$ cat src/rtl/sem_pkg.sv
`timescale 1ns / 1ps

package sem_pkg;

  localparam int PIX_W       = 8;
  localparam int NUM_CH      = 3;
  localparam int RGB_W       = PIX_W * NUM_CH;
  localparam int G_W         = 11;  // gradient range -1020..1020
  localparam int SUM_W       = 21;  // gx^2 + gy^2 <= 2080800
  localparam int FW_REG_W    = 12;
  localparam int FH_REG_W    = 13;
  localparam int CFG_DATA_W  = 13;
  localparam int CFG_IDX_W   = 1;
  localparam int QUEUE_DEPTH = 4;
  localparam int QPTR_W      = 2;

  typedef enum logic [CFG_IDX_W-1:0] {
    CFG_FRAME_WIDTH  = 1'b0,
    CFG_FRAME_HEIGHT = 1'b1
  } sem_cfg_idx_e;

  typedef enum logic {
    KIND_PIXEL = 1'b0,
    KIND_FLUSH = 1'b1
  } sem_kind_e;

  // Neighbourhood validity and end-of-frame mark for one result request
  typedef struct packed {
    logic top_ok;
    logic bottom_ok;
    logic left_ok;
    logic right_ok;
    logic frame_end;
  } sem_req_flags_t;

endpackage

$ cat src/rtl/sem_front.sv
`timescale 1ns / 1ps

module sem_front #(
  parameter int MAX_WIDTH  = 2048,
  parameter int MAX_HEIGHT = 4096,
  parameter int RING_D     = 4112
) (
  input  logic                                clk_i,
  input  logic                                rst_ni,
  input  logic                                cfg_valid_i,
  input  logic [sem_pkg::CFG_IDX_W-1:0]       cfg_index_i,
  input  logic [sem_pkg::CFG_DATA_W-1:0]      cfg_data_i,
  input  logic                                in_valid_i,
  output logic                                in_ready_o,
  input  logic                                kind_i,
  input  logic [sem_pkg::PIX_W-1:0]           red_in_i,
  input  logic [sem_pkg::PIX_W-1:0]           green_in_i,
  input  logic [sem_pkg::PIX_W-1:0]           blue_in_i,
  input  logic                                q_full_i,
  output logic                                push_o,
  output logic [$clog2(RING_D)-1:0]           push_base_o,
  output sem_pkg::sem_req_flags_t             push_flags_o,
  output logic                                we_o,
  output logic [$clog2(RING_D)-1:0]           waddr_o,
  output logic [sem_pkg::RGB_W-1:0]           wdata_o,
  output logic [$clog2(MAX_WIDTH+1)-1:0]      width_o
);
  import sem_pkg::*;

  localparam int SLOT_W = $clog2(RING_D);
  localparam int WD_W   = $clog2(MAX_WIDTH + 1);
  localparam int HT_W   = $clog2(MAX_HEIGHT + 1);
  localparam int COL_W  = $clog2(MAX_WIDTH);
  localparam int ROW_W  = $clog2(MAX_HEIGHT);
  localparam int POS_W  = $clog2(MAX_WIDTH * MAX_HEIGHT);
  localparam int PEND_W = $clog2(MAX_WIDTH + 4);
  localparam int CMP_W  = ((POS_W > PEND_W) ? POS_W : PEND_W) + 1;
  localparam int W_RST  = (640 > MAX_WIDTH) ? MAX_WIDTH : 640;
  localparam int H_RST  = (480 > MAX_HEIGHT) ? MAX_HEIGHT : 480;

  logic [WD_W-1:0]   w_q, w_d;
  logic [HT_W-1:0]   h_q, h_d;
  logic [COL_W-1:0]  in_col_q, in_col_n, out_col_q, out_col_n;
  logic [ROW_W-1:0]  in_row_q, in_row_n, out_row_q, out_row_n;
  logic [POS_W-1:0]  in_pos_q, in_pos_n, out_pos_q, out_pos_n;
  logic [PEND_W-1:0] pend_q, pend_n, pend_d;
  logic [SLOT_W-1:0] wslot_q, wslot_n;
  logic [POS_W:0]    lead;
  logic [SLOT_W:0]   wslot_x, pend_x;
  logic [31:0]       cfg_w, cfg_h;
  logic              is_pix, fire, due;
  logic              in_last_col, in_last_row, out_bot_ok, out_right_ok;

  assign in_ready_o = ~q_full_i;
  assign width_o    = w_q;
  assign we_o       = fire & is_pix;
  assign waddr_o    = wslot_q;
  assign wdata_o    = {red_in_i, green_in_i, blue_in_i};
  assign push_o     = fire & due;

  // Register values are clamped on the way in: zero acts as one, above max as max
  always_comb begin
    cfg_w = 32'(cfg_data_i[FW_REG_W-1:0]);
    cfg_h = 32'(cfg_data_i[FH_REG_W-1:0]);
    if (cfg_w == 32'd0) cfg_w = 32'd1;
    else if (cfg_w > 32'(MAX_WIDTH)) cfg_w = 32'(MAX_WIDTH);
    if (cfg_h == 32'd0) cfg_h = 32'd1;
    else if (cfg_h > 32'(MAX_HEIGHT)) cfg_h = 32'(MAX_HEIGHT);
    w_d = w_q;
    h_d = h_q;
    unique case (cfg_index_i)
      CFG_FRAME_WIDTH:  w_d = WD_W'(cfg_w);
      CFG_FRAME_HEIGHT: h_d = HT_W'(cfg_h);
    endcase
  end

  always_comb begin
    is_pix = (kind_i == KIND_PIXEL);
    fire   = in_valid_i & in_ready_o;

    in_last_col = (WD_W'(in_col_q) + WD_W'(1)) == w_q;
    in_last_row = (HT_W'(in_row_q) + HT_W'(1)) == h_q;
    in_col_n = in_col_q;
    in_row_n = in_row_q;
    in_pos_n = in_pos_q;
    if (is_pix) begin
      if (in_last_col) begin
        in_col_n = '0;
        if (in_last_row) begin
          in_row_n = '0;
          in_pos_n = '0;
        end else begin
          in_row_n = in_row_q + 1'b1;
          in_pos_n = in_pos_q + 1'b1;
        end
      end else begin
        in_col_n = in_col_q + 1'b1;
        in_pos_n = in_pos_q + 1'b1;
      end
    end
    pend_n = pend_q + PEND_W'(is_pix);

    // Oldest waiting pixel is due once its bottom-right in-frame neighbour is in,
    // or at once if it belongs to an earlier frame
    out_bot_ok   = (HT_W'(out_row_q) + HT_W'(1)) < h_q;
    out_right_ok = (WD_W'(out_col_q) + WD_W'(1)) < w_q;
    lead = (POS_W+1)'(out_pos_q) + (out_bot_ok ? (POS_W+1)'(w_q) : '0)
         + (POS_W+1)'(out_right_ok);
    due = (pend_n != '0) &&
          ((CMP_W'(pend_n) > CMP_W'(in_pos_n)) || (lead < (POS_W+1)'(in_pos_n)));

    wslot_n = wslot_q;
    if (is_pix) begin
      wslot_n = (wslot_q == SLOT_W'(RING_D - 1)) ? '0 : wslot_q + 1'b1;
    end
    wslot_x = (SLOT_W+1)'(wslot_n);
    pend_x  = (SLOT_W+1)'(pend_n);
    if (wslot_x >= pend_x) push_base_o = SLOT_W'(wslot_x - pend_x);
    else push_base_o = SLOT_W'(wslot_x + (SLOT_W+1)'(RING_D) - pend_x);

    push_flags_o.top_ok    = (out_row_q != '0);
    push_flags_o.bottom_ok = out_bot_ok;
    push_flags_o.left_ok   = (out_col_q != '0);
    push_flags_o.right_ok  = out_right_ok;
    push_flags_o.frame_end = ~out_bot_ok & ~out_right_ok;

    out_col_n = out_col_q;
    out_row_n = out_row_q;
    out_pos_n = out_pos_q;
    pend_d    = pend_n;
    if (due) begin
      pend_d = pend_n - 1'b1;
      if (!out_right_ok) begin
        out_col_n = '0;
        if (!out_bot_ok) begin
          out_row_n = '0;
          out_pos_n = '0;
        end else begin
          out_row_n = out_row_q + 1'b1;
          out_pos_n = out_pos_q + 1'b1;
        end
      end else begin
        out_col_n = out_col_q + 1'b1;
        out_pos_n = out_pos_q + 1'b1;
      end
    end
  end

  always_ff @(posedge clk_i or negedge rst_ni) begin
    if (!rst_ni) begin
      w_q       <= WD_W'(W_RST);
      h_q       <= HT_W'(H_RST);
      in_col_q  <= '0;
      in_row_q  <= '0;
      in_pos_q  <= '0;
      out_col_q <= '0;
      out_row_q <= '0;
      out_pos_q <= '0;
      pend_q    <= '0;
      wslot_q   <= '0;
    end else if (cfg_valid_i) begin
      // a register write restarts the stream
      w_q       <= w_d;
      h_q       <= h_d;
      in_col_q  <= '0;
      in_row_q  <= '0;
      in_pos_q  <= '0;
      out_col_q <= '0;
      out_row_q <= '0;
      out_pos_q <= '0;
      pend_q    <= '0;
      wslot_q   <= '0;
    end else if (fire) begin
      in_col_q  <= in_col_n;
      in_row_q  <= in_row_n;
      in_pos_q  <= in_pos_n;
      out_col_q <= out_col_n;
      out_row_q <= out_row_n;
      out_pos_q <= out_pos_n;
      pend_q    <= pend_d;
      wslot_q   <= wslot_n;
    end
  end

endmodule

$ cat config.mk
export PLATFORM = sky130hd
export DESIGN_NAME = sem_front
export DESIGN_NICKNAME = d
export VERILOG_FILES = /design/src/rtl/sem_pkg.sv /design/src/rtl/sem_front.sv
export SDC_FILE = /design/constraint.sdc
export NUM_CORES = 1
export LEC_CHECK = 0
export BUFFER_PORTS_ARGS = -buffer_cell sky130_fd_sc_hd__clkbuf_2
export CELL_PAD_IN_SITES_DETAIL_PLACEMENT = 2
export CELL_PAD_IN_SITES_GLOBAL_PLACEMENT = 2
export CORE_MARGIN = 4
export CORE_UTILIZATION = 37
export CTS_CLUSTER_DIAMETER = 120
export CTS_CLUSTER_SIZE = 30
export DETAILED_ROUTE_END_ITERATION = 7
export GPL_TIMING_DRIVEN = 0
export PLACE_DENSITY = 0.91
export SYNTH_ARGS = -nofsm -noshare
export SYNTH_HDL_FRONTEND = slang
export SYNTH_SLANG_ARGS = --single-unit
export TNS_END_PERCENT = 30
$ cat constraint.sdc
create_clock -name clk_i -period 11.85 [get_ports clk_i]
set_input_delay 2.37 -clock clk_i [delete_from_list [all_inputs] [get_ports clk_i]]
set_output_delay 2.37 -clock clk_i [all_outputs]
set_load 0.03 [all_outputs]
Yosys cells after proc, flatten, opt, wreduce, memory -nomap -nowiden
Cells that the tools add are included.
Widths: inputs -> output; s select.
{"block": "word_totals", "register_bits": 142, "input_bits": 44, "out_inout_bits": 70, "word_cells": 106}
{"block": "op_classes", "add_sub_neg": 18, "order_cmp": 7, "n_eq_ne": 5, "n_mux": 41, "n_bitwise": 9, "n_reduce_logical": 16}
{"cell": "$mux 23", "count": 10}
{"cell": "$mux 12", "count": 16}
{"cell": "$mux 13", "count": 7}
{"cell": "$mux 11", "count": 8}
{"cell": "$add 23x1->23 const B", "count": 2}
{"cell": "$add 12x1->13 const B", "count": 2}
{"cell": "$sub 13x12->13", "count": 2}
{"cell": "$add 11x1->12 const B", "count": 2}
{"cell": "$add 12x1->12 const B", "count": 2}
{"cell": "$add 23x12->24", "count": 1}
{"cell": "$add 24x1->24", "count": 1}
{"cell": "$lt 24x23->1", "count": 1}
{"cell": "$reduce_bool 12->1", "count": 2}
{"cell": "$gt 12x23->1", "count": 1}
{"cell": "$add 11x1->11 const B", "count": 2}
{"cell": "$add 13x1->13 const B", "count": 1}
{"cell": "$add 13x13->13 const B", "count": 1}
{"cell": "$eq 13x13->1", "count": 1}
{"cell": "$eq 13x13->1 const B", "count": 1}
{"cell": "$ge 13x12->1", "count": 1}
{"cell": "$gt 13x13->1 const B", "count": 1}
{"cell": "$logic_not 13->1", "count": 1}
{"cell": "$lt 13x13->1", "count": 1}
{"cell": "$add 12x1->12", "count": 1}
{"cell": "14 further kinds", "count": 28}

Logic depth before layout (Yosys ltp)
Gate-level depths: netlist of run 1.
{"block": "depth", "word_depth": 11, "ltp_mapped": 40, "depth_no_buf": 38}

Worst setup path after synthesis of run 1
No wires, ideal clock.
{"block": "synth_path", "kind": "flip-flop to output port", "from": "register out_col_q[0]", "to": "output port push_o", "arrival_ns": 7.687, "required_ns": 9.480, "path_slack_ns": 1.793, "stages_incl_launch_ff": 38, "n_path_buf": 4, "path_cell_list": "dfrtp_1 ha_1 and3_1 and3_1 clkbuf_1 xor2_1 ha_1 or4_1 o2111ai_1 a21oi_1 o32a_1 inv_1 clkbuf_1 clkbuf_1 fa_1 inv_1 fa_1 nor2b_1 [2 not listed] o21ai_0 a21boi_0 o21a_1 o21ai_0 a31oi_1 nand2_1 xnor2_1 ha_1 nand3_1 or4_1 a21oi_1 a221o_1 nor3_1 a32oi_1 a211oi_4 nand2_2 buf_2 inv_2"}
{"block": "synth_via", "elab_chain_len": 7}
{"item": "from (decl)", "line": "sem_front.sv:43", "text": "logic [COL_W-1:0] in_col_q, in_col_n, out_col_q, out_col_n;"}
{"item": "from (signal assigned)", "line": "sem_front.sv:177", "text": "out_col_q <= out_col_n;"}
{"item": "$add 11x1->12", "line": "sem_front.sv:106", "text": "out_right_ok = (WD_W'(out_col_q) + WD_W'(1)) < w_q;"}
{"item": "$lt 12x12->1", "line": "sem_front.sv:106"}
{"item": "named net out_right_ok", "line": "sem_front.sv:52", "text": "logic in_last_col, in_last_row, out_bot_ok, out_right_ok;"}
{"item": "$add 24x1->24", "line": "sem_front.sv:108", "text": "+ (POS_W+1)'(out_right_ok);"}
{"item": "$lt 24x23->1", "line": "sem_front.sv:110", "text": "((CMP_W'(pend_n) > CMP_W'(in_pos_n)) || (lead < (POS_W+1)'(in_pos_n)));"}
{"item": "$logic_or 1x1->1", "line": "sem_front.sv:110"}
{"item": "$logic_and 1x1->1", "line": "sem_front.sv:109", "text": "due = (pend_n != '0) &&"}
{"item": "$and 1x1->1", "line": "sem_front.sv:59", "text": "assign push_o = fire & due;"}
{"item": "to (decl)", "line": "sem_front.sv:20", "text": "output logic push_o,"}
The timed path passes the listed nets, and every way through them passes these cells.

Worst setup path after layout of run 1
{"block": "layout_path", "from": "register out_row_q[2]", "to": "output port push_o"}
{"block": "layout_via", "elab_chain_len": 9}
{"item": "from (decl)", "line": "sem_front.sv:44", "text": "logic [ROW_W-1:0] in_row_q, in_row_n, out_row_q, out_row_n;"}
{"item": "from (signal assigned)", "line": "sem_front.sv:178", "text": "out_row_q <= out_row_n;"}
{"item": "$add 12x1->13", "line": "sem_front.sv:105", "text": "out_bot_ok = (HT_W'(out_row_q) + HT_W'(1)) < h_q;"}
{"item": "$lt 13x13->1", "line": "sem_front.sv:105"}
{"item": "$mux 12", "line": "sem_front.sv:107", "text": "lead = (POS_W+1)'(out_pos_q) + (out_bot_ok ? (POS_W+1)'(w_q) : '0)"}
{"item": "$add 23x12->24", "line": "sem_front.sv:107"}
{"item": "$add 24x1->24", "line": "sem_front.sv:108"}
{"item": "$lt 24x23->1", "line": "sem_front.sv:110"}
{"item": "$logic_or 1x1->1", "line": "sem_front.sv:110"}
{"item": "$logic_and 1x1->1", "line": "sem_front.sv:109"}
{"item": "$and 1x1->1", "line": "sem_front.sv:59"}
Every way passes these cells.

==> results of run 1 <==
==> cells by family after synthesis <==
family | count (synthesis) | share of synthesized area
multiplexers | 23 | 0.0201
adder cells (fa/ha/maj) | 122 | 0.125
AND/OR/NAND/NOR | 585 | 0.234
flip-flops | 142 | 0.274
XOR/XNOR | 132 | 0.0891
AO/OA/AOI/OAI | 386 | 0.189
buffers and inverters | 204 | 0.0684
==> cell usage after synthesis (all sizes together) (7+ instances only) <==
cell type	instances	area, um2
xor2	48	420
clkbuf	58	218
nor3	34	180
nand3	95	475
a22o	23	201
or4b	7	70.1
nor2b	25	156
a21o	10	75.1
and2	19	119
mux2i	8	80.1
buf	47	298
o21ai	110	554
ha	108	1350
or4	7	52.6
inv	98	368
or3	8	50.1
nor2	105	394
o21a	15	113
nand2	151	569
nand4	33	228
and3	35	219
fa	13	260
dfrtp	136	3400
a31oi	17	106
nor4	21	176
nand2b	12	75.1
xnor2	84	736
mux2	14	158
nand4b	9	78.8
o31ai	17	128
a211oi	13	110
a21oi	120	601
==> power breakdown <==
group | leakage, nW | switching, W | internal (W)
clock | 0.285 | 0.000273 | 0.000297
sequential | 1.93 | 0.0000381 | 0.000509
combinational | 4.19 | 0.000781 | 0.000376
==> repair_timing <==
| action | 4_1_cts | 5_1_grt |
|---|---|---|
| hold buffers | 0 | 0 |
| buffers inserted | 1 | 7 |
| pin swaps | 2 | 6 |
| endpoints found under the hold margin | 0 | 0 |
| gates resized for setup | 10 | 12 |
| endpoints found under the setup margin | 1 | 1 |
==> layout make-up <==
type,instances,area [um2]
Clock inverter,15,151
Fill cell,3966,19800
Buffer,103,519
Inverter,99,375
Sequential cell,142,3560
Clock buffer,17,425
Multi-Input combinational cell,1248,8590
Timing Repair Buffer,98,542
Antenna cell,1,2.50
Tap cell,455,569
==> worst max-delay path: cells and delay by family, from the launching register on <==
family | cells | cell delay (ns)
flip-flops | 1 | 0.44
buffers and inverters | 6 | 1.42
AO/OA/AOI/OAI | 16 | 3.42
XOR/XNOR | 2 | 0.37
adder cells (fa/ha/maj) | 3 | 0.88
AND/OR/NAND/NOR | 11 | 2.14
==> state kept, by name, indices dropped and copies added (netlist names) <==
name / count
h_q: 13
in_col_q: 11
in_pos_q: 23
in_row_q: 12
out_col_q: 11
out_pos_q: 23
out_row_q: 12
pend_q: 12
waddr_o: 13
width_o: 12
==> cells in the final DEF, fill, tap and decap left out, types with 19 or more instances in the layout <==
cell,n
nand2_1,150
dfrtp_1,135
a21oi_1,118
ha_1,108
nor2_1,105
inv_1,96
nand3_1,95
o21ai_0,94
clkbuf_2,89
xnor2_1,83
clkbuf_1,53
xor2_1,48
buf_4,36
and3_1,35
nor3_1,31
nand4_1,31
nor2b_1,25
a22o_1,23
and2_1,19
==> through the flow <==
step | instance area, um2 | hold slack (ns) | util
floorplan | 13000 | 0.482 | -
global placement | 14000 | 0.503 | 0.405
detailed placement | 14000 | 0.545 | 0.406
CTS | 14600 | 0.561 | 0.424
global route | 14700 | 0.584 | 0.426
finish | 14700 | 0.558 | 0.427
==> routing by layer <==
layer	global-route usage	routed length, um	share of wire
met1	0.326	22200	0.40
met2	0.510	28500	0.52
met3	0.0507	2180	0.040
met4	0.125	2290	0.041
met5	0	0	0
==> worst paths after layout <==
check,startpoint,to,slack [ns]
worst max-delay path,out_row_q[2],push_o,0.33
worst min-delay path,in_pos_q[20],in_pos_q[20],0.56
worst max register to register,out_row_q[2],out_pos_q[10],2.56
worst min register to register,in_pos_q[20],in_pos_q[20],0.56
max in group asynchronous,rst_ni,out_row_q[2],9.15
min in group asynchronous,rst_ni,waddr_o[0],1.81
==> flow_summary.json, run 1 <==
{
  "wl_mm": 55.1,
  "hold_depth": 2,
  "cts_root_buf": "clkbuf_16",
  "syn_to_final_growth_pct": 13.5,
  "synthArstFlopShare": 1.00,
  "fin_crit_sh": 0.972,
  "grt_pass1_wl_mm": 86.0,
  "pre_cts_slack_ns": -0.744,
  "via_count": 13300,
  "status": "finished clean",
  "overflow": 0,
  "crit_type": "flop to output port",
  "die_h_um": 195,
  "r2r_cells": 39,
  "p_per_area_nw_per_um2": 154,
  "synth_nets": 1759,
  "row_count": 68,
  "die_area_um2": 38100,
  "synth_enable_flop_cells": 0,
  "synth-main-ff-cell": "dfrtp_1",
  "synth-warning-count": 0,
  "cts_buffers": 17,
  "grt_util_all_layers": 0.283,
  "cts.sinks": 142,
  "max_freq_mhz": 86.8,
  "peakVddDrop_mv": 0.206,
  "fin_crit_ns": 11.52,
  "finalPower_w": 0.00227,
  "slew_viol_final": 0,
  "clock_latency_ns": 0.48,
  "finClkSkew_ns": 0.0165,
  "worstPathArrival_ns": 9.15,
  "drv_cap": 0,
  "synth_cells": 1594,
  "cp-start-kind": "flop",
  "slowest_delay_ns": 0.44,
  "synth.distinct_cells": 83,
  "grt_start_max_net_pins": 106,
  "hpwl_mm": 39.2,
  "layout_setup_ws_ns": 0.327,
  "setup_violations": 0,
  "first_iter_violations": 791,
  "p_leak_nw": 6.41,
  "drc": 0,
  "grt_pass1_vias": 14900,
  "antenna_found_initial": 0,
  "slowest_stage": "dfrtp_2",
  "firstDrtPassIters": 7,
  "cts_tree": "yes",
  "synth_seq_cells": 142,
  "floorplan.initialDensity": 0.376,
  "htreeDepth": 4,
  "gp_congestion": 0.853,
  "place_inst": 2139,
  "setup_tns_ns": 0,
  "wl_per_cell_um": 25.3,
  "nets": 1874,
  "worst_pin_slew_ns": 0.935,
  "dieWidth_um": 195,
  "slew_headroom": 0.377,
  "portBuffers": 89,
  "end_kind": "output port",
  "ioPinCount": 114,
  "hold_violations": 0,
  "finalNonFillerCells": 2178,
  "viasPerCell": 6.11,
  "ant_nets": 0,
  "cp.required_ns": 9.48,
  "clkTransAtPathRegs_ns": 0.07,
  "core_um2": 34500,
  "cp_max_fo": 19,
  "yosysSeqAreaShare": 0.274,
  "drive_gt1_frac": 0.125,
  "synth_area_um2": 13000,
  "clk_path_buf_depth": 2,
  "min_path_type": "flop to flop",
  "avgSynthCellArea_um2": 8.14
}
(Power assumes the default switching activity.)
==> run 2: changes to the inputs <==
--- a/config.mk
+++ b/config.mk
@@ -14,7 +14,7 @@
 export CTS_CLUSTER_SIZE = 30
 export DETAILED_ROUTE_END_ITERATION = 7
 export GPL_TIMING_DRIVEN = 0
-export PLACE_DENSITY = 0.91
+export PLACE_DENSITY = 0.9
 export SYNTH_ARGS = -nofsm -noshare
 export SYNTH_HDL_FRONTEND = slang
 export SYNTH_SLANG_ARGS = --single-unit
==> run 2 against run 1 <==
Sequential share of layout area is essentially flat. Clock skew is essentially flat. Sequential cell count is the same. Sequential power is essentially flat. Non-clock buffer count shrank 2. Fmax grew 0.62%. Cell area shrank 0.19%. Via count shrank 2.0%. Global-route usage shrank 1.2 points. Highest routed layer unchanged.
==> flow_summary.json, run 2 (same netlist as run 1, synthesis figures left out) <==
{
  "status": "finished clean",
  "die_area_um2": 38100,
  "cts_tree": "yes",
  "dieWidth_um": 195,
  "grt_util_all_layers": 0.271,
  "clock_latency_ns": 0.46,
  "worstPathArrival_ns": 9.08,
  "final_common_cell": "nand2_1",
  "cp-start-kind": "flop",
  "p_sw_frac": 0.479,
  "p_per_area_nw_per_um2": 151,
  "hold_violations": 0,
  "row_count": 68,
  "via_count": 13000,
  "p_clk_frac": 0.243,
  "place_inst": 2139,
  "cp_max_fo": 10,
  "peakVddDrop_mv": 0.289,
  "grt_pass1_vias": 14600,
  "switchingPower_w": 0.00107,
  "crit_buf_inv": 6,
  "finalPower_w": 0.00223,
  "min_path_type": "flop to flop",
  "ant_nets": 0,
  "slowest_delay_ns": 0.60,
  "slew_headroom": 0.308,
  "drc": 0,
  "p_seq_frac": 0.246,
  "syn_to_final_growth_pct": 13.3,
  "pwr-share-comb": 0.511,
  "firstDrtPassIters": 5,
  "crit_top_cell": "o21ai_0",
  "layout.cell_area.non_filler_um2": 14700,
  "worst_pin_slew_ns": 1.03,
  "overflow": 0,
  "gp_congestion": 0.850,
  "end_kind": "output port",
  "path_delay_family": "compound AO/OA/AOI/OAI gates",
  "reg_top3": "in_pos_q (23), out_pos_q (23)",
  "crit_type": "flop to output port",
  "hpwl_mm": 39.5,
  "finalNonFillerCells": 2176,
  "drv_cap": 0,
  "p_leak_nw": 6.37,
  "fin_crit_sh": 0.966,
  "finClkSkew_ns": 0.0167,
  "slowest_stage": "or4_1",
  "drive_gt1_frac": 0.123,
  "rrSetupSlack_ns": 2.63,
  "cts_root_buf": "clkbuf_16",
  "first_iter_violations": 751,
  "antenna_found_initial": 0,
  "cts.sinks": 142,
  "htreeDepth": 4,
  "wl_mm": 52.7,
  "fin_crit_ns": 11.45,
  "viasPerCell": 6.00,
  "slew_viol_final": 0,
  "clkTransAtPathRegs_ns": 0.08,
  "n_antenna_cell": 0,
  "max_freq_mhz": 87.3,
  "placed_area_um2": 14000,
  "setup_violations": 0,
  "grt_pass1_wl_mm": 82.8,
  "die_h_um": 195,
  "wl_per_cell_um": 24.2,
  "core_um2": 34500,
  "p_int_w": 0.00116,
  "cts_buffers": 17,
  "clk_path_buf_depth": 2,
  "nets": 1873,
  "portBuffers": 89,
  "floorplan.initialDensity": 0.376,
  "ioPinCount": 114,
  "cp.required_ns": 9.48,
  "grt_start_max_net_pins": 105,
  "setup_tns_ns": 0,
  "mostFrequentLayoutCells": "nand2_1, dfrtp_1, a21oi_1"
}
## run 2: power by group through the flow
stage	sequential [W]	combinational, W	clock [W]
after CTS	0.000546	0.00113	0.000551
after detailed placement	0.000556	0.00110	0
after global placement	0.000552	0.00104	0
after global routing	0.000550	0.00122	0.000571
final	0.000547	0.00114	0.000541
after floorplan	0.000549	0.000742	0
## run 2: what timing repair did
item | CTS | global route
hold buffers | 0 | 0
gates resized for setup | 9 | 12
pin swaps | 2 | 5
cloned | 0 | 1
hold endpoints to repair | 0 | 0
setup endpoints to repair | 1 | 1
buffers inserted | 1 | 6
## run 2: layer usage
layer | track usage | routed length (um)
met1 | 0.308 | 20800
met2 | 0.495 | 27300
met3 | 0.0554 | 2430
met4 | 0.108 | 2110
met5 | 0 | 0
## run 2: worst paths after layout
path                       cells past startpoint             to     startpoint
min                                            1  out_pos_q[22]  out_pos_q[22]
max                                           36         push_o   out_col_q[2]
max reg2reg                                   37  out_pos_q[19]   out_col_q[2]
max in group asynchronous                      2   out_row_q[2]         rst_ni
min reg2reg                                    1  out_pos_q[22]  out_pos_q[22]
min in group asynchronous                      1     waddr_o[2]         rst_ni
## run 2: area by class of cell
cell class / instances / area [um2]
multi-input combinational: 1248 / 8590
clock inverter: 14 / 128
inverter: 99 / 375
tap: 455 / 569
timing repair inverter: 1 / 5.00
timing repair buffer: 97 / 534
buffer: 102 / 512
clock buffer: 18 / 429
sequential: 142 / 3560
fill: 3969 / 19800
## run 2: per-stage QoR
step	hold WS, ns	setup WS [ns]	util
final	0.553	0.397	0.426
after global routing	0.586	-0.0161	0.426
after CTS	0.546	0.0351	0.423
after detailed placement	0.539	-0.583	0.406
after global placement	0.503	-0.165	0.405
after floorplan	0.482	1.79	-
