`config.mk`:
```
export PLATFORM = sky130hd
export DESIGN_NAME = sem_queue
export DESIGN_NICKNAME = d
export VERILOG_FILES = /design/src/rtl/sem_pkg.sv /design/src/rtl/sem_queue.sv
export SDC_FILE = /design/constraint.sdc
export NUM_CORES = 1
export LEC_CHECK = 0
export BUFFER_PORTS_ARGS = -buffer_cell sky130_fd_sc_hd__buf_2
export CORE_UTILIZATION = 59
export DETAILED_ROUTE_END_ITERATION = 12
export PLACE_DENSITY_LB_ADDON = 0.08
export SLEW_MARGIN = 20
export SYNTH_ARGS = -nofsm -noshare
export SYNTH_HDL_FRONTEND = slang
export SYNTH_SLANG_ARGS = --single-unit
```
`constraint.sdc`:
```
create_clock -name clk_i -period 5.9 [get_ports clk_i]
set_input_delay 0.59 -clock clk_i [delete_from_list [all_inputs] [get_ports clk_i]]
set_output_delay 0.59 -clock clk_i [all_outputs]
set_load 0.02 [all_outputs]
```
`src/rtl/sem_pkg.sv`:
```
`timescale 1ns / 1ps

package sem_pkg;

  localparam int PIX_W       = 8;
  localparam int NUM_CH      = 3;
  localparam int RGB_W       = PIX_W * NUM_CH;
  localparam int G_W         = 11;  // gradient range -1020..1020
  localparam int SUM_W       = 21;  // gx^2 + gy^2 <= 2080800
  localparam int FW_REG_W    = 12;
  localparam int FH_REG_W    = 13;
  localparam int CFG_DATA_W  = 13;
  localparam int CFG_IDX_W   = 1;
  localparam int QUEUE_DEPTH = 4;
  localparam int QPTR_W      = 2;

  typedef enum logic [CFG_IDX_W-1:0] {
    CFG_FRAME_WIDTH  = 1'b0,
    CFG_FRAME_HEIGHT = 1'b1
  } sem_cfg_idx_e;

  typedef enum logic {
    KIND_PIXEL = 1'b0,
    KIND_FLUSH = 1'b1
  } sem_kind_e;

  // Neighbourhood validity and end-of-frame mark for one result request
  typedef struct packed {
    logic top_ok;
    logic bottom_ok;
    logic left_ok;
    logic right_ok;
    logic frame_end;
  } sem_req_flags_t;

endpackage

```
`src/rtl/sem_queue.sv`:
```
`timescale 1ns / 1ps

module sem_queue #(
  parameter int DW = 8
) (
  input  logic          clk_i,
  input  logic          rst_ni,
  input  logic          push_i,
  input  logic [DW-1:0] data_i,
  output logic          full_o,
  input  logic          pop_i,
  output logic          valid_o,
  output logic [DW-1:0] data_o
);
  import sem_pkg::*;

  logic [DW-1:0]     store_q [QUEUE_DEPTH];
  logic [QPTR_W-1:0] wr_q, wr_d, rd_q, rd_d;
  logic [QPTR_W:0]   cnt_q, cnt_d;
  logic              do_push, do_pop;

  always_comb begin
    do_push = push_i & ~full_o;
    do_pop  = pop_i & valid_o;
    wr_d    = do_push ? wr_q + 1'b1 : wr_q;
    rd_d    = do_pop ? rd_q + 1'b1 : rd_q;
    cnt_d   = cnt_q + (QPTR_W+1)'(do_push) - (QPTR_W+1)'(do_pop);
  end

  assign full_o  = (cnt_q == (QPTR_W+1)'(QUEUE_DEPTH));
  assign valid_o = (cnt_q != '0);
  assign data_o  = store_q[rd_q];

  always_ff @(posedge clk_i or negedge rst_ni) begin
    if (!rst_ni) begin
      wr_q  <= '0;
      rd_q  <= '0;
      cnt_q <= '0;
    end else begin
      wr_q  <= wr_d;
      rd_q  <= rd_d;
      cnt_q <= cnt_d;
    end
  end

  always_ff @(posedge clk_i) begin
    if (do_push) begin
      store_q[wr_q] <= data_i;
    end
  end

endmodule

```
== After elaboration in Yosys (flattened, before gate mapping) ==
Memory sizes are Yosys's and may differ from the RTL's.
Index checks and enable logic that the tools add are counted.

* Register bits after elaboration: 7
* Memory bits (writable): 32
* Bits of input ports: 12
* Output and inout bits: 10
* Word-level logic and storage cells: 15
* Memories: 1

{| class="wikitable"
|+ Memory list
! memory !! depth !! bits a word !! rd ports !! clocked after Yosys merged registers in !! write ports !! RTL line !! RTL
|-
| store_q || 4 || 8 || 1 || 0 || 1 || sem_queue.sv:17 || <nowiki>logic [DW-1:0] store_q [QUEUE_DEPTH];</nowiki>
|}

* $add $sub $neg: 4
* Equality and inequality tests: 1
* Multiplexer cells: 2
* Bitwise logic cells: 3
* Reduce and logical (&&, ||, !) cells: 1

{| class="wikitable"
|+ Operator list
! cell !! count
|-
| $add A2 B1 Y2 const B || 2
|-
| $add A3 B1 Y3 || 1
|-
| $eq A3 B3 Y1 const B || 1
|-
| $reduce_bool A3 Y1 || 1
|-
| $sub A3 B1 Y3 || 1
|-
| $and A1 B1 Y1 || 2
|-
| $mux W1 || 2
|-
| $not A1 Y1 || 1
|}

== Logic depth before layout (Yosys ltp) ==
Gate-level depths: netlist of the first run.

* Depth after elaboration: 5
* Gate-level depth with buffers: 9

== Worst setup path before layout of the first run ==
Ideal clock, no wire load.

* Kind: flip-flop to flip-flop
* Start: register cnt_q[1]
* End: register cnt_q[2]
* Data arrival time: 2.000 ns
* Required time: 5.772 ns
* Setup slack: 3.772 ns
* Stages on the path, launching flop included: 10
* Period minus slack after synthesis: 2.128 ns
* Cell sequence: dfrtp_1 or3b_4 nand2_1 ha_1 inv_1 ha_1 inv_1 fa_1 xnor2_1 xnor2_1

* Longest elaborated chain between the ends: 5
* Elaborated cells on any way between the ends: 7

{| class="wikitable"
|+ RTL lines
! item !! RTL line !! RTL
|-
| start: declaration || sem_queue.sv:19 || <nowiki>logic [QPTR_W:0] cnt_q, cnt_d;</nowiki>
|-
| start signal: assignment || sem_queue.sv:42 || <nowiki>cnt_q <= cnt_d;</nowiki>
|-
| $eq A3 B3 Y1 || sem_queue.sv:30 || <nowiki>assign full_o = (cnt_q == (QPTR_W+1)'(QUEUE_DEPTH));</nowiki>
|-
| $not A1 Y1 || sem_queue.sv:23 || <nowiki>do_push = push_i & ~full_o;</nowiki>
|-
| $and A1 B1 Y1 || sem_queue.sv:23 ||
|-
| $add A3 B1 Y3 || sem_queue.sv:27 || <nowiki>cnt_d = cnt_q + (QPTR_W+1)'(do_push) - (QPTR_W+1)'(do_pop);</nowiki>
|-
| $sub A3 B1 Y3 (*) || sem_queue.sv:27 ||
|-
| named net cnt_d[2] || sem_queue.sv:19 ||
|}

The timed path passes the listed nets; every way through them passes the cells marked *.
A chain may end at the register's enable or synchronous reset.

== Final worst setup path of the first run ==
* Start: register rd_q[0]
* End: output port data_o[1]

* Longest elaborated chain between the ends: 1

{| class="wikitable"
|+ RTL lines
! item !! RTL line !! RTL
|-
| start: declaration || sem_queue.sv:18 || <nowiki>logic [QPTR_W-1:0] wr_q, wr_d, rd_q, rd_d;</nowiki>
|-
| start signal: assignment || sem_queue.sv:41 || <nowiki>rd_q <= rd_d;</nowiki>
|-
| $mem_v2 Z4 W8 || n/a ||
|-
| end: declaration || sem_queue.sv:13 || <nowiki>output logic [DW-1:0] data_o</nowiki>
|}

Every way passes these cells.

==> summary.txt, run 1 <==
Pwr
  – P per Cell Area: 486.6 nW/µm²
  – Peak VDD IR: 385.1 µV
  – Pleak: 0.6803 nW

Logic synthesis
  – Seq cells post-synth: 39
  – Avg Cell Area, Syn: 19.36 µm²
  – Dominant cells by area after synthesis: edfxtp_1 (60%), mux4_2 (11%), dfrtp_1 (11%)
  – Post-synth EDFFs: 32
  – Register area share after synthesis: 70.72%
  – Cell variety after synth: 20
  – Syn Inst Count: 83
  – Post-synth ARST share: 17.95%
  – Top cell type by total area after synthesis: edfxtp_1
  – Mapped Nets: 102
  – Most numerous cell in the Yosys netlist: edfxtp_1
  – Post-Syn Area: 1607 µm²
  – Ys flop type: edfxtp_1
  – Synth top area share: 59.81%
  – Synth Warn #: 0
  – Top post-synthesis cells by count: edfxtp_1 (32), mux4_2 (8), dfrtp_1 (7)

Outcome
  – Status: completed

GRT
  – Initial antenna violation count: 0
  – Global-route wire length before repair: 3781 µm
  – Vias in the first global route: 825
  – GRT Total Usage: 19.83%
  – Pin count of the biggest net entering global routing: 12
  – GRT overflow: 0

Routing
  – Drt wl/cell: 17.49 µm
  – Drt initial violations: 16
  – Residual DRC: 0
  – Remaining antenna violation count after routing: 0
  – Vias: 818
  – Pre-antenna DRT Iters: 4
  – Total Routed Length: 2449 µm
  – Vias per cell: 5.843

Placement
  – Placer's final routability congestion estimate: 0.6708
  – Dpl ws: 3.642 ns
  – IO Port Bufs: 21
  – Placed Area: 1738 µm²
  – Hpwl dp: 1734 µm

Die
  – FP Rows: 18
  – Core area: 2522 µm²
  – Io pins: 22
  – Height of the die: 54.18 µm
  – Die area: 2935 µm²
  – Die Wd: 54.18 µm
  – Starting density of the core: 63.69%

Clock network
  – CTS Root Buffer Type: clkbuf_4
  – Setup bufs post-CTS: 0
  – Num CTS Buffers: 5
  – Clk pin slew, worst setup/hold paths: 0.10 ns
  – Clock buffer depth: 2
  – CTS sink count: 39
  – H-tree depth: 2
  – Hold Buf Count CTS: 0
  – Clk_lat worst skew: 0.33 ns
  – CTS tree: done
  – Post_cts resized: 0

Final layout
  – # fillers: 168
  – Antenna cells: 0
  – Area Overhead vs Synth: 11.21%
  – Nets: 128
  – Design Area, Final: 1787 µm²
  – Layout cell share with drive strength beyond 1: 34.55%

STA
  – Worst Skew: 0.006255 ns
  – RSZ-0062 raised after global routing: false
  – Max_slew headroom: 60.40%
  – Tcrit/Tclk final: 40.79%
  – PnR worst setup slack: 3.493 ns
  – Min Tclk post-route: 2.407 ns
  – Final Setup Violations: 0
  – Worst hold margin: 0.06653 ns
  – Final Max Tran Viols: 0
  – Worst Tran Pin Value: 0.5940 ns
  – Setup TNS: 0 ns
  – FMAX: 415.5 MHz
  – Final hold violation count: 0

Job
  – Max-cap violations: 0

Worst setup path
  – Buf+Inv Stages, Crit Path: 1
  – RR Startpoint: cnt_q[1]
  – Kind of critical path: reg -> out
  – Crit path DAT: 1.82 ns
  – Critical Path Sink Type: output pin
  – R2r setup slk: 3.64 ns
  – Largest fanout on the critical path: 10
  – Reg-to-reg endpoint: cnt_q[2]
  – Crit. path cell count: 2
  – Crit path largest cell delay: 0.73 ns
  – Slowest-stage cell, CP: dfrtp_1
  – Req. time, crit path: 5.31 ns
  – Crit path cell chain: mux4_2, buf_2
  – Reg2Reg Depth: 9
  – Family with the most delay on the worst path: flip-flops
  – CP startpoint kind: register

Worst hold path
  – Class of the worst hold path: in -> async
layout make-up:
class | count | area, µm² | share of cell area [%]
Inverter | 6 | 22.52 | 1.261
Sequential cell | 39 | 1136 | 63.59
Tap cell | 30 | 37.54 | 2.101
Multi-Input combinational cell | 36 | 436.7 | 24.44
Timing Repair Buffer | 21 | 105.1 | 5.882
Clock buffer | 8 | 48.80 | 2.731
cell usage in the layout, fill, tap and decap left out:
cell | synthesis | layout
nand2b_1 | 3 | 3
o211ai_1 | 2 | 2
ha_1 | 6 | 6
xor2_1 | 1 | 1
and3_1 | 4 | 4
o31a_2 | 1 | 1
clkbuf_4 | 0 | 5
or3b_4 | 1 | 1
xnor2_1 | 3 | 3
nand2_1 | 2 | 2
clkbuf_1 | 1 | 3
nand4bb_1 | 2 | 2
dfrtp_1 | 7 | 7
buf_2 | 0 | 21
or3_2 | 1 | 1
fa_1 | 1 | 1
edfxtp_1 | 32 | 32
mux4_2 | 8 | 8
inv_1 | 5 | 5
inv_2 | 1 | 1
o311ai_0 | 1 | 1
state kept, by name, indices dropped and copies added, names as in the netlist:
register and count:
wr_q 2, store_q 32, cnt_q 3, rd_q 2
where the power goes:
group | leakage [nW] | total (mW) | switching, mW | internal, mW
logic | 0.278 | 0.299 | 0.152 | 0.147
registers | 0.375 | 0.444 | 0.0720 | 0.372
clock network | 0.0265 | 0.126 | 0.0787 | 0.0475
total | 0.680 | 0.869 | 0.303 | 0.567
metrics by stage:
stage / util (%) / cells / total power [mW]
after floorplan: - / 83 / 0.6653
after global placement: 68.90 / 132 / 0.7407
after detailed placement: 68.90 / 132 / 0.7564
after CTS: 70.83 / 140 / 0.8804
after global routing: 70.83 / 140 / 0.9295
final: 70.83 / 140 / 0.8695
routing by layer:
layer	GRT usage, %	part of all wire, %
met2	30.69	50
met3	5.650	4.2
met5	0	0
met4	12.82	2.2
met1	24.18	43
worst max-delay path by stage:
stage / start / to / slack (ns)
after floorplan: cnt_q[1] / cnt_q[2] / 3.77
after global placement: cnt_q[1] / cnt_q[2] / 3.72
after detailed placement: cnt_q[1] / cnt_q[2] / 3.64
after CTS: rd_q[0] / data_o[1] / 3.45
after global routing: rd_q[0] / data_o[1] / 3.38
final: rd_q[0] / data_o[1] / 3.49
cell families (layout without fill, tap and decap cells):
family / count (synthesis) / after routing / share of synthesized area (%)
AOI/OAI and AO/OA: 4 / 4 / 2.103
and+or+nand+nor: 13 / 13 / 5.763
DFF: 39 / 39 / 70.72
buffers and inverters: 8 / 35 / 2.103
muxes: 8 / 8 / 11.21
xor gates and xnor gates: 4 / 4 / 2.181
adders and majority gates: 7 / 7 / 5.919
Note: power is estimated with default switching activity, not from simulation.
==> inputs of run 2 (changes only) <==
--- a/config.mk
+++ b/config.mk
@@ -5,8 +5,9 @@
 export SDC_FILE = /design/constraint.sdc
 export NUM_CORES = 1
 export LEC_CHECK = 0
+export ABC_AREA = 1
 export BUFFER_PORTS_ARGS = -buffer_cell sky130_fd_sc_hd__buf_2
-export CORE_UTILIZATION = 59
+export CORE_UTILIZATION = 51
 export DETAILED_ROUTE_END_ITERATION = 12
 export PLACE_DENSITY_LB_ADDON = 0.08
 export SLEW_MARGIN = 20
==> constraint.sdc (replaced) <==
create_clock -name clk_i -period 2.05 [get_ports clk_i]
set_input_delay 0.205 -clock clk_i [delete_from_list [all_inputs] [get_ports clk_i]]
set_output_delay 0.205 -clock clk_i [all_outputs]
set_load 0.02 [all_outputs]
==> run 2 against run 1 <==
Final cell count grew 71%. Critical endpoint is now cnt_q[2]. Synthesized cell count grew 93%. Combinational power grew to 4.0 times the previous value. Core utilization shrank 7.0 points. Largest cell class unchanged. Power grew to 3.2 times the previous value.
==> summary.txt, run 2 <==
Die
  – FP Rows: 20 (+2)
  – Die Wd: 60.21 µm (+11%)
  – Io pins: 22 (unchanged)
  – Height of the die: 60.21 µm (+11%)
  – Die area: 3625 µm² (+23%)
  – Core area: 3128 µm² (+24%)
  – Starting density of the core: 55.24% (-8.5 points)

Worst hold path
  – Hold_sp: data_i[3]
  – Class of the worst hold path: in -> reg
  – Worst Hold Path EP: store_q[3][3]
  – Hold depth: 1

STA
  – Worst Skew: 0.004455 ns (-0.001800 ns)
  – Max_slew headroom: 79.19% (+19 points)
  – Worst Tran Pin Value: 0.3118 ns (-0.2821 ns)
  – PnR worst setup slack: 0.1393 ns (-3.354 ns)
  – Final Max Tran Viols: 0 (unchanged)
  – Setup TNS: 0 ns (unchanged)
  – Tcrit/Tclk final: 93.21%
  – Final Setup Violations: 0 (unchanged)
  – FMAX: 523.4 MHz
  – Min Tclk post-route: 1.911 ns
  – Final hold violation count: 0 (unchanged)

Logic synthesis
  – Most numerous cell in the Yosys netlist: nand2_1
  – Seq cells post-synth: 39 (unchanged)
  – Synth top area share: 55.61% (-4.2 points)
  – Mapped Nets: 179 (+75%)
  – Dominant cells by area after synthesis: edfxtp_1 (56%), dfrtp_1 (10%), nand2_1 (9.1%)
  – Cell variety after synth: 16 (-20%)
  – Synth Warn #: 0 (unchanged)
  – Post-synth EDFFs: 32 (unchanged)
  – Syn Inst Count: 160 (+93%)
  – Avg Cell Area, Syn: 10.80 µm² (-44%)
  – Ys flop type: edfxtp_1
  – Post-synth ARST share: 17.95% (unchanged)
  – Top post-synthesis cells by count: nand2_1 (42), edfxtp_1 (32), inv_1 (24)
  – Top cell type by total area after synthesis: edfxtp_1
  – Register area share after synthesis: 65.75% (-5.0 points)
  – Post-Syn Area: 1728 µm² (+7.6%)

Final layout
  – Top Registers: store_q: 32 flops, cnt_q: 3 flops
  – Most common cell after layout, fill and taps aside: nand2_1
  – Largest reg by FF count: store_q
  – Area Overhead vs Synth: 15.50%
  – # fillers: 263 (+57%)
  – Reg area: 1139 µm² (+0.22%)
  – Final Core Density: 63.80% (-7.0 points)
  – Antenna cells: 0 (unchanged)
  – Non-filler cells, final: 240 (+71%)
  – Multi-input combinational cell area: 465.4 µm² (+6.6%)
  – Most frequent cells in the layout: nand2_1 (41), edfxtp_1 (32), inv_1 (24)
  – Nets: 214 (+67%)
  – Max reg flops: 32 (unchanged)
  – Layout cell share with drive strength beyond 1: 23.47% (-11 points)

Clock network
  – Num CTS Buffers: 5 (unchanged)
  – Clk pin slew, worst setup/hold paths: 0.11 ns (about the same)
  – H-tree depth: 2 (unchanged)
  – CTS Root Buffer Type: clkbuf_4
  – CTS sink count: 39 (unchanged)
  – Clk_lat worst skew: 0.34 ns (about the same)
  – CTS tree: done
  – Clock buffer depth: 2 (unchanged)

Pwr
  – Clk pwr share: 13.4% (-1.1 points)
  – Peak VDD IR: 710.0 µV (+84%)
  – Pleak: 0.9125 nW (+34%)
  – Internal: 1.634 mW (+190%)
  – Sw frac: 40.91% (+6.1 points)
  – Seq pwr share: 43.0% (-8.1 points)
  – P per Cell Area: 1386 nW/µm² (+180%)
  – Combinational power share: 43.5% (+9.1 points)
  – NetSw: 1.131 mW (+270%)
  – Pwr Total: 2.765 mW (+220%)

Worst setup path
  – R2r setup slk: 0.14 ns (-3.50 ns)
  – Critical Path Sink Type: register
  – Req. time, crit path: 2.30 ns (-3.01 ns)
  – Reg2Reg Depth: 11 (+2)
  – Largest fanout on the critical path: 4 (-6)
  – Crit path DAT: 2.16 ns (+0.34 ns)
  – Kind of critical path: reg -> reg
  – Worst setup path start: cnt_q[1]
  – RR Startpoint: cnt_q[1]
  – Reg-to-reg endpoint: cnt_q[2]
  – CP startpoint kind: register

Placement
  – Placer's final routability congestion estimate: 0.7750 (+16%)
  – Dpl ws: 0.06424 ns (-3.578 ns)
  – Hpwl dp: 2064 µm (+19%)
  – IO Port Bufs: 21 (unchanged)
  – Dpl cells: 230 (+74%)

GRT
  – Global-route wire length before repair: 4685 µm (+24%)
  – Pin count of the biggest net entering global routing: 19 (+7)
  – Initial antenna violation count: 0 (unchanged)
  – GRT overflow: 0 (unchanged)
  – Vias in the first global route: 1032 (+25%)
  – GRT Total Usage: 19.04% (-0.79 points)

Routing
  – Remaining antenna violation count after routing: 0 (unchanged)
  – Drt wl/cell: 12.18 µm (-30%)
  – Pre-antenna DRT Iters: 4 (unchanged)
  – Total Routed Length: 2922 µm (+19%)
  – Vias per cell: 4.708 (-19%)
  – Vias: 1130 (+38%)
  – Drt initial violations: 64 (+48)
  – Residual DRC: 0 (unchanged)

Outcome
  – Status: completed

Job
  – Max-cap violations: 0 (unchanged)
## run 2: per-stage QoR
stage	hold slack (ns)	instance area [µm²]
after floorplan	-0.09059	1728
after detailed placement	0.04906	1913
after CTS	0.04746	1976
after global placement	0.04298	1913
final	0.06581	1996
after global routing	0.03951	1996
## run 2: repair_timing
action / CTS / global route
hold buffers: 1 / 0
gates resized for setup: 0 / 5
setup endpoints to repair: 0 / 3
setup buffers: 0 / 1
endpoints found under the hold margin: 7 / 0
## run 2: logic make-up after synthesis
logic type,Yosys count,share of synthesized area (%)
adder cells (fa/ha/maj),7,5.503
AND/OR/NAND/NOR,69,16.22
flip-flops,39,65.75
buffers and inverters,29,7.892
AO/OA/AOI/OAI,16,4.634
## run 2: worst max path at each step
stage,end,slack [ns],depth (start not counted)
6_report,cnt_q[2],0.14,11
5_1_grt,cnt_q[2],-0.001,11
4_1_cts,cnt_q[2],0.05,10
3_5_place_dp,cnt_q[2],0.06,10
3_3_place_gp,cnt_q[2],0.16,10
2_1_floorplan,cnt_q[2],0.07,11
## run 2: layout make-up
class                   instances  area share [%]
flip-flops and latches         39           57.05
well taps                      44           2.759
multi-input cells              92           23.32
repair buffers                 32           9.530
inverters                      25           4.702
clock buffers                   5           1.881
clock inverters                 3          0.7524
## run 2: routing by layer
layer | GRT usage (%) | share of wire (%) | vias up
met5 | 0 | 0 | -
met4 | 11.96 | 2.5 | 0
met3 | 4.545 | 2.7 | 8
met2 | 31.08 | 49 | 23
met1 | 22.40 | 46 | 519
li1 | - | - | 580
## run 2: critical path: stages (launching register included)
cell and delay [ns]:
dfrtp_2 0.46, nor2_4 0.12, nand2_1 0.07, nand2_1 0.08
inv_1 0.05, ha_1 0.26, inv_1 0.05, ha_1 0.13
inv_1 0.06, fa_1 0.39, nand3_1 0.10, nand2_1 0.05
## run 2: power by group through the flow
stage                     sequential (mW)  clock, mW  combinational (mW)
after floorplan                      1.15          0               0.891
after global placement               1.19          0                1.15
after detailed placement             1.20          0                1.18
after CTS                            1.18      0.385                1.19
after global routing                 1.21      0.417                1.38
final                                1.19      0.372                1.20
==> inputs of run 3 (changes only) <==
--- a/config.mk
+++ b/config.mk
@@ -6,9 +6,11 @@
 export NUM_CORES = 1
 export LEC_CHECK = 0
 export ABC_AREA = 1
-export BUFFER_PORTS_ARGS = -buffer_cell sky130_fd_sc_hd__buf_2
-export CORE_UTILIZATION = 51
+export CELL_PAD_IN_SITES_DETAIL_PLACEMENT = 0
+export CELL_PAD_IN_SITES_GLOBAL_PLACEMENT = 1
+export CORE_UTILIZATION = 44
 export DETAILED_ROUTE_END_ITERATION = 12
+export DONT_BUFFER_PORTS = 1
 export PLACE_DENSITY_LB_ADDON = 0.08
 export SLEW_MARGIN = 20
 export SYNTH_ARGS = -nofsm -noshare
==> run 3 against run 2 <==
Register-to-register slack about the same. Sequential share of layout area about the same. Critical endpoint unchanged. Critical path type unchanged. Global-route usage decreased by 2.8 points. Fmax increased by 0.77%.
==> summary.txt, run 3 (synthesis results as in run 2) <==
Clock network
  – CTS sink count: 39 (unchanged)
  – CTS tree: done
  – Clk pin slew, worst setup/hold paths: 0.07 ns (-0.04 ns)
  – Num CTS Buffers: 5 (unchanged)
  – Clock buffer depth: 2 (unchanged)
  – Clk_lat worst skew: 0.29 ns (-0.05 ns)
  – CTS Root Buffer Type: clkbuf_8
  – Setup bufs post-CTS: 0 (unchanged)
  – H-tree depth: 2 (unchanged)

Pwr
  – Combinational power share: 39.4% (-4.1 points)
  – NetSw: 1.093 mW (-3.4%)
  – P per Cell Area: 1364 nW/µm² (-1.5%)
  – Sw frac: 40.21% (-0.70 points)
  – Pleak: 0.8642 nW (-5.3%)
  – Seq pwr share: 42.6% (-0.4 points)
  – Peak VDD IR: 686.8 µV (-3.3%)
  – Clk pwr share: 18.0% (+4.6 points)
  – Internal: 1.625 mW (-0.55%)

STA
  – FMAX: 527.4 MHz (+0.77%)
  – Worst Tran Pin Value: 0.3612 ns (+0.04934 ns)
  – Setup TNS: 0 ns (unchanged)
  – Tcrit/Tclk final: 92.49% (-0.71 points)
  – Final hold violation count: 0 (unchanged)
  – RSZ-0062 raised after global routing: false
  – Final Setup Violations: 0 (unchanged)
  – Final Max Tran Viols: 0 (unchanged)
  – Min Tclk post-route: 1.896 ns (-0.01464 ns)
  – Max_slew headroom: 75.84% (-3.3 points)
  – Worst Skew: 0.008541 ns (+0.004086 ns)

Final layout
  – Most common cell after layout, fill and taps aside: nand2_1
  – Multi-input combinational cell area: 460.4 µm² (-1.1%)
  – Reg area: 1137 µm² (-0.11%)
  – Final Core Density: 53.60% (-10 points)
  – # fillers: 339 (+29%)
  – Area Overhead vs Synth: 15.28%
  – Largest reg by FF count: store_q
  – Nets: 199 (-7.0%)
  – Antenna cells: 0 (unchanged)
  – Layout cell share with drive strength beyond 1: 11.60% (-12 points)
  – Top Registers: store_q: 32 flops, cnt_q: 3 flops
  – Most frequent cells in the layout: nand2_1 (41), edfxtp_1 (32), inv_1 (24)
  – Max reg flops: 32 (unchanged)

Job
  – Max-cap violations: 0 (unchanged)

Worst hold path
  – Hold_sp: pop_i
  – Class of the worst hold path: in -> reg
  – Worst Hold Path EP: rd_q[0]
  – Hold depth: 2 (+1)

Die
  – Io pins: 22 (unchanged)
  – Height of the die: 64.67 µm (+7.4%)
  – Starting density of the core: 46.50% (-8.7 points)
  – Die area: 4182 µm² (+15%)
  – Die Wd: 64.67 µm (+7.4%)
  – FP Rows: 22 (+10%)
  – Core area: 3716 µm² (+19%)

Worst setup path
  – CP startpoint kind: register
  – Largest fanout on the critical path: 4 (unchanged)
  – R2r setup slk: 0.15 ns (about the same)
  – Kind of critical path: reg -> reg
  – Critical Path Sink Type: register
  – Reg2Reg Depth: 11 (unchanged)
  – Req. time, crit path: 2.23 ns (-0.07 ns)
  – RR Startpoint: cnt_q[1]
  – Reg-to-reg endpoint: cnt_q[2]
  – Crit path DAT: 2.08 ns (-0.08 ns)

Placement
  – Hpwl dp: 1845 µm (-11%)
  – Placer's final routability congestion estimate: 0.7775 (+0.32%)
  – IO Port Bufs: 0 (-100%)

GRT
  – Pin count of the biggest net entering global routing: 27 (+8)
  – Initial antenna violation count: 0 (unchanged)
  – GRT Total Usage: 16.24% (-2.8 points)
  – GRT overflow: 0 (unchanged)
  – Global-route wire length before repair: 4636 µm (-1.0%)
  – Vias in the first global route: 971 (-5.9%)

Routing
  – Remaining antenna violation count after routing: 0 (unchanged)
  – Pre-antenna DRT Iters: 4 (unchanged)
  – Residual DRC: 0 (unchanged)
  – Vias: 1056 (-6.5%)
  – Drt initial violations: 31 (-52%)
  – Drt wl/cell: 12.34 µm (+1.4%)
  – Vias per cell: 4.611 (-2.1%)
  – Total Routed Length: 2827 µm (-3.3%)

Outcome
  – Status: completed
[run 3: cell count changes in the layout (fill, tap and decap cells not counted), moves of 2 or more]
cell,previous run,this run
clkbuf_4,5,0
buf_2,21,0
clkinv_1,2,0
clkbuf_8,0,5
dlygate4sd3_1,1,11
buf_4,10,6
[run 3: repair_timing]
action                                 CTS  global route
hold buffers                             5             6
setup endpoints to repair                0             2
endpoints found under the hold margin   18            21
resized for setup                        0             3
[run 3: layer usage]
metal  wire length [µm]  track usage, %  vias to the layer above
met4                 51           7.500                        0
met1               1301           18.33                      480
met3                148           7.394                        6
met2               1325           26.18                       20
met5                  0               0                        -
li1                   -               -                      550
[run 3: worst max path at each step]
| stage | start | end | slack (ns) | cells past startpoint |
|---|---|---|---|---|
| CTS | cnt_q[1] | cnt_q[2] | 0.1 | 10 |
| global route | cnt_q[1] | cnt_q[2] | 0.005 | 11 |
| floorplan | cnt_q[1] | cnt_q[2] | 0.07 | 11 |
| global placement | cnt_q[1] | cnt_q[2] | 0.16 | 10 |
| detailed placement | cnt_q[1] | cnt_q[2] | 0.10 | 10 |
| finish | cnt_q[1] | cnt_q[2] | 0.15 | 11 |
[run 3: critical path, cell delays in order (launching register included)]
cell and delay [ns]:
dfrtp_2 0.44, nor2_2 0.14, nand2_1 0.08, nand2_1 0.09
inv_1 0.05, ha_1 0.26, inv_1 0.06, ha_1 0.13
inv_1 0.05, fa_1 0.37, nand3_1 0.09, nand2_1 0.05
[run 3: final cells by class]
cell class              count  area share [%]
clock buffers               6           3.643
flip-flops and latches     39           57.10
multi-input cells          92           23.12
clock inverters             2          0.6281
well taps                  48           3.015
repair buffers             17           7.789
inverters                  25           4.711
[run 3: per-stage QoR]
stage,power [mW],setup slack [ns],cells,hold slack [ns],instance area [µm²]
after global placement,2.210,0.1558,210,-0.09044,1790
after CTS,2.735,0.09737,223,0.0004560,1926
final,2.717,0.1539,229,0.06007,1992
after floorplan,2.043,0.06784,160,-0.09059,1728
after detailed placement,2.230,0.1049,210,-0.09044,1790
after global routing,2.948,0.005324,229,0.06118,1992
[run 3: power by group through the flow]
stage | Clock [mW] | Combinational [mW] | Sequential, mW
final | 0.490 | 1.07 | 1.16
after global routing | 0.541 | 1.22 | 1.18
after CTS | 0.507 | 1.08 | 1.15
after detailed placement | 0 | 1.06 | 1.17
after global placement | 0 | 1.05 | 1.16
after floorplan | 0 | 0.891 | 1.15
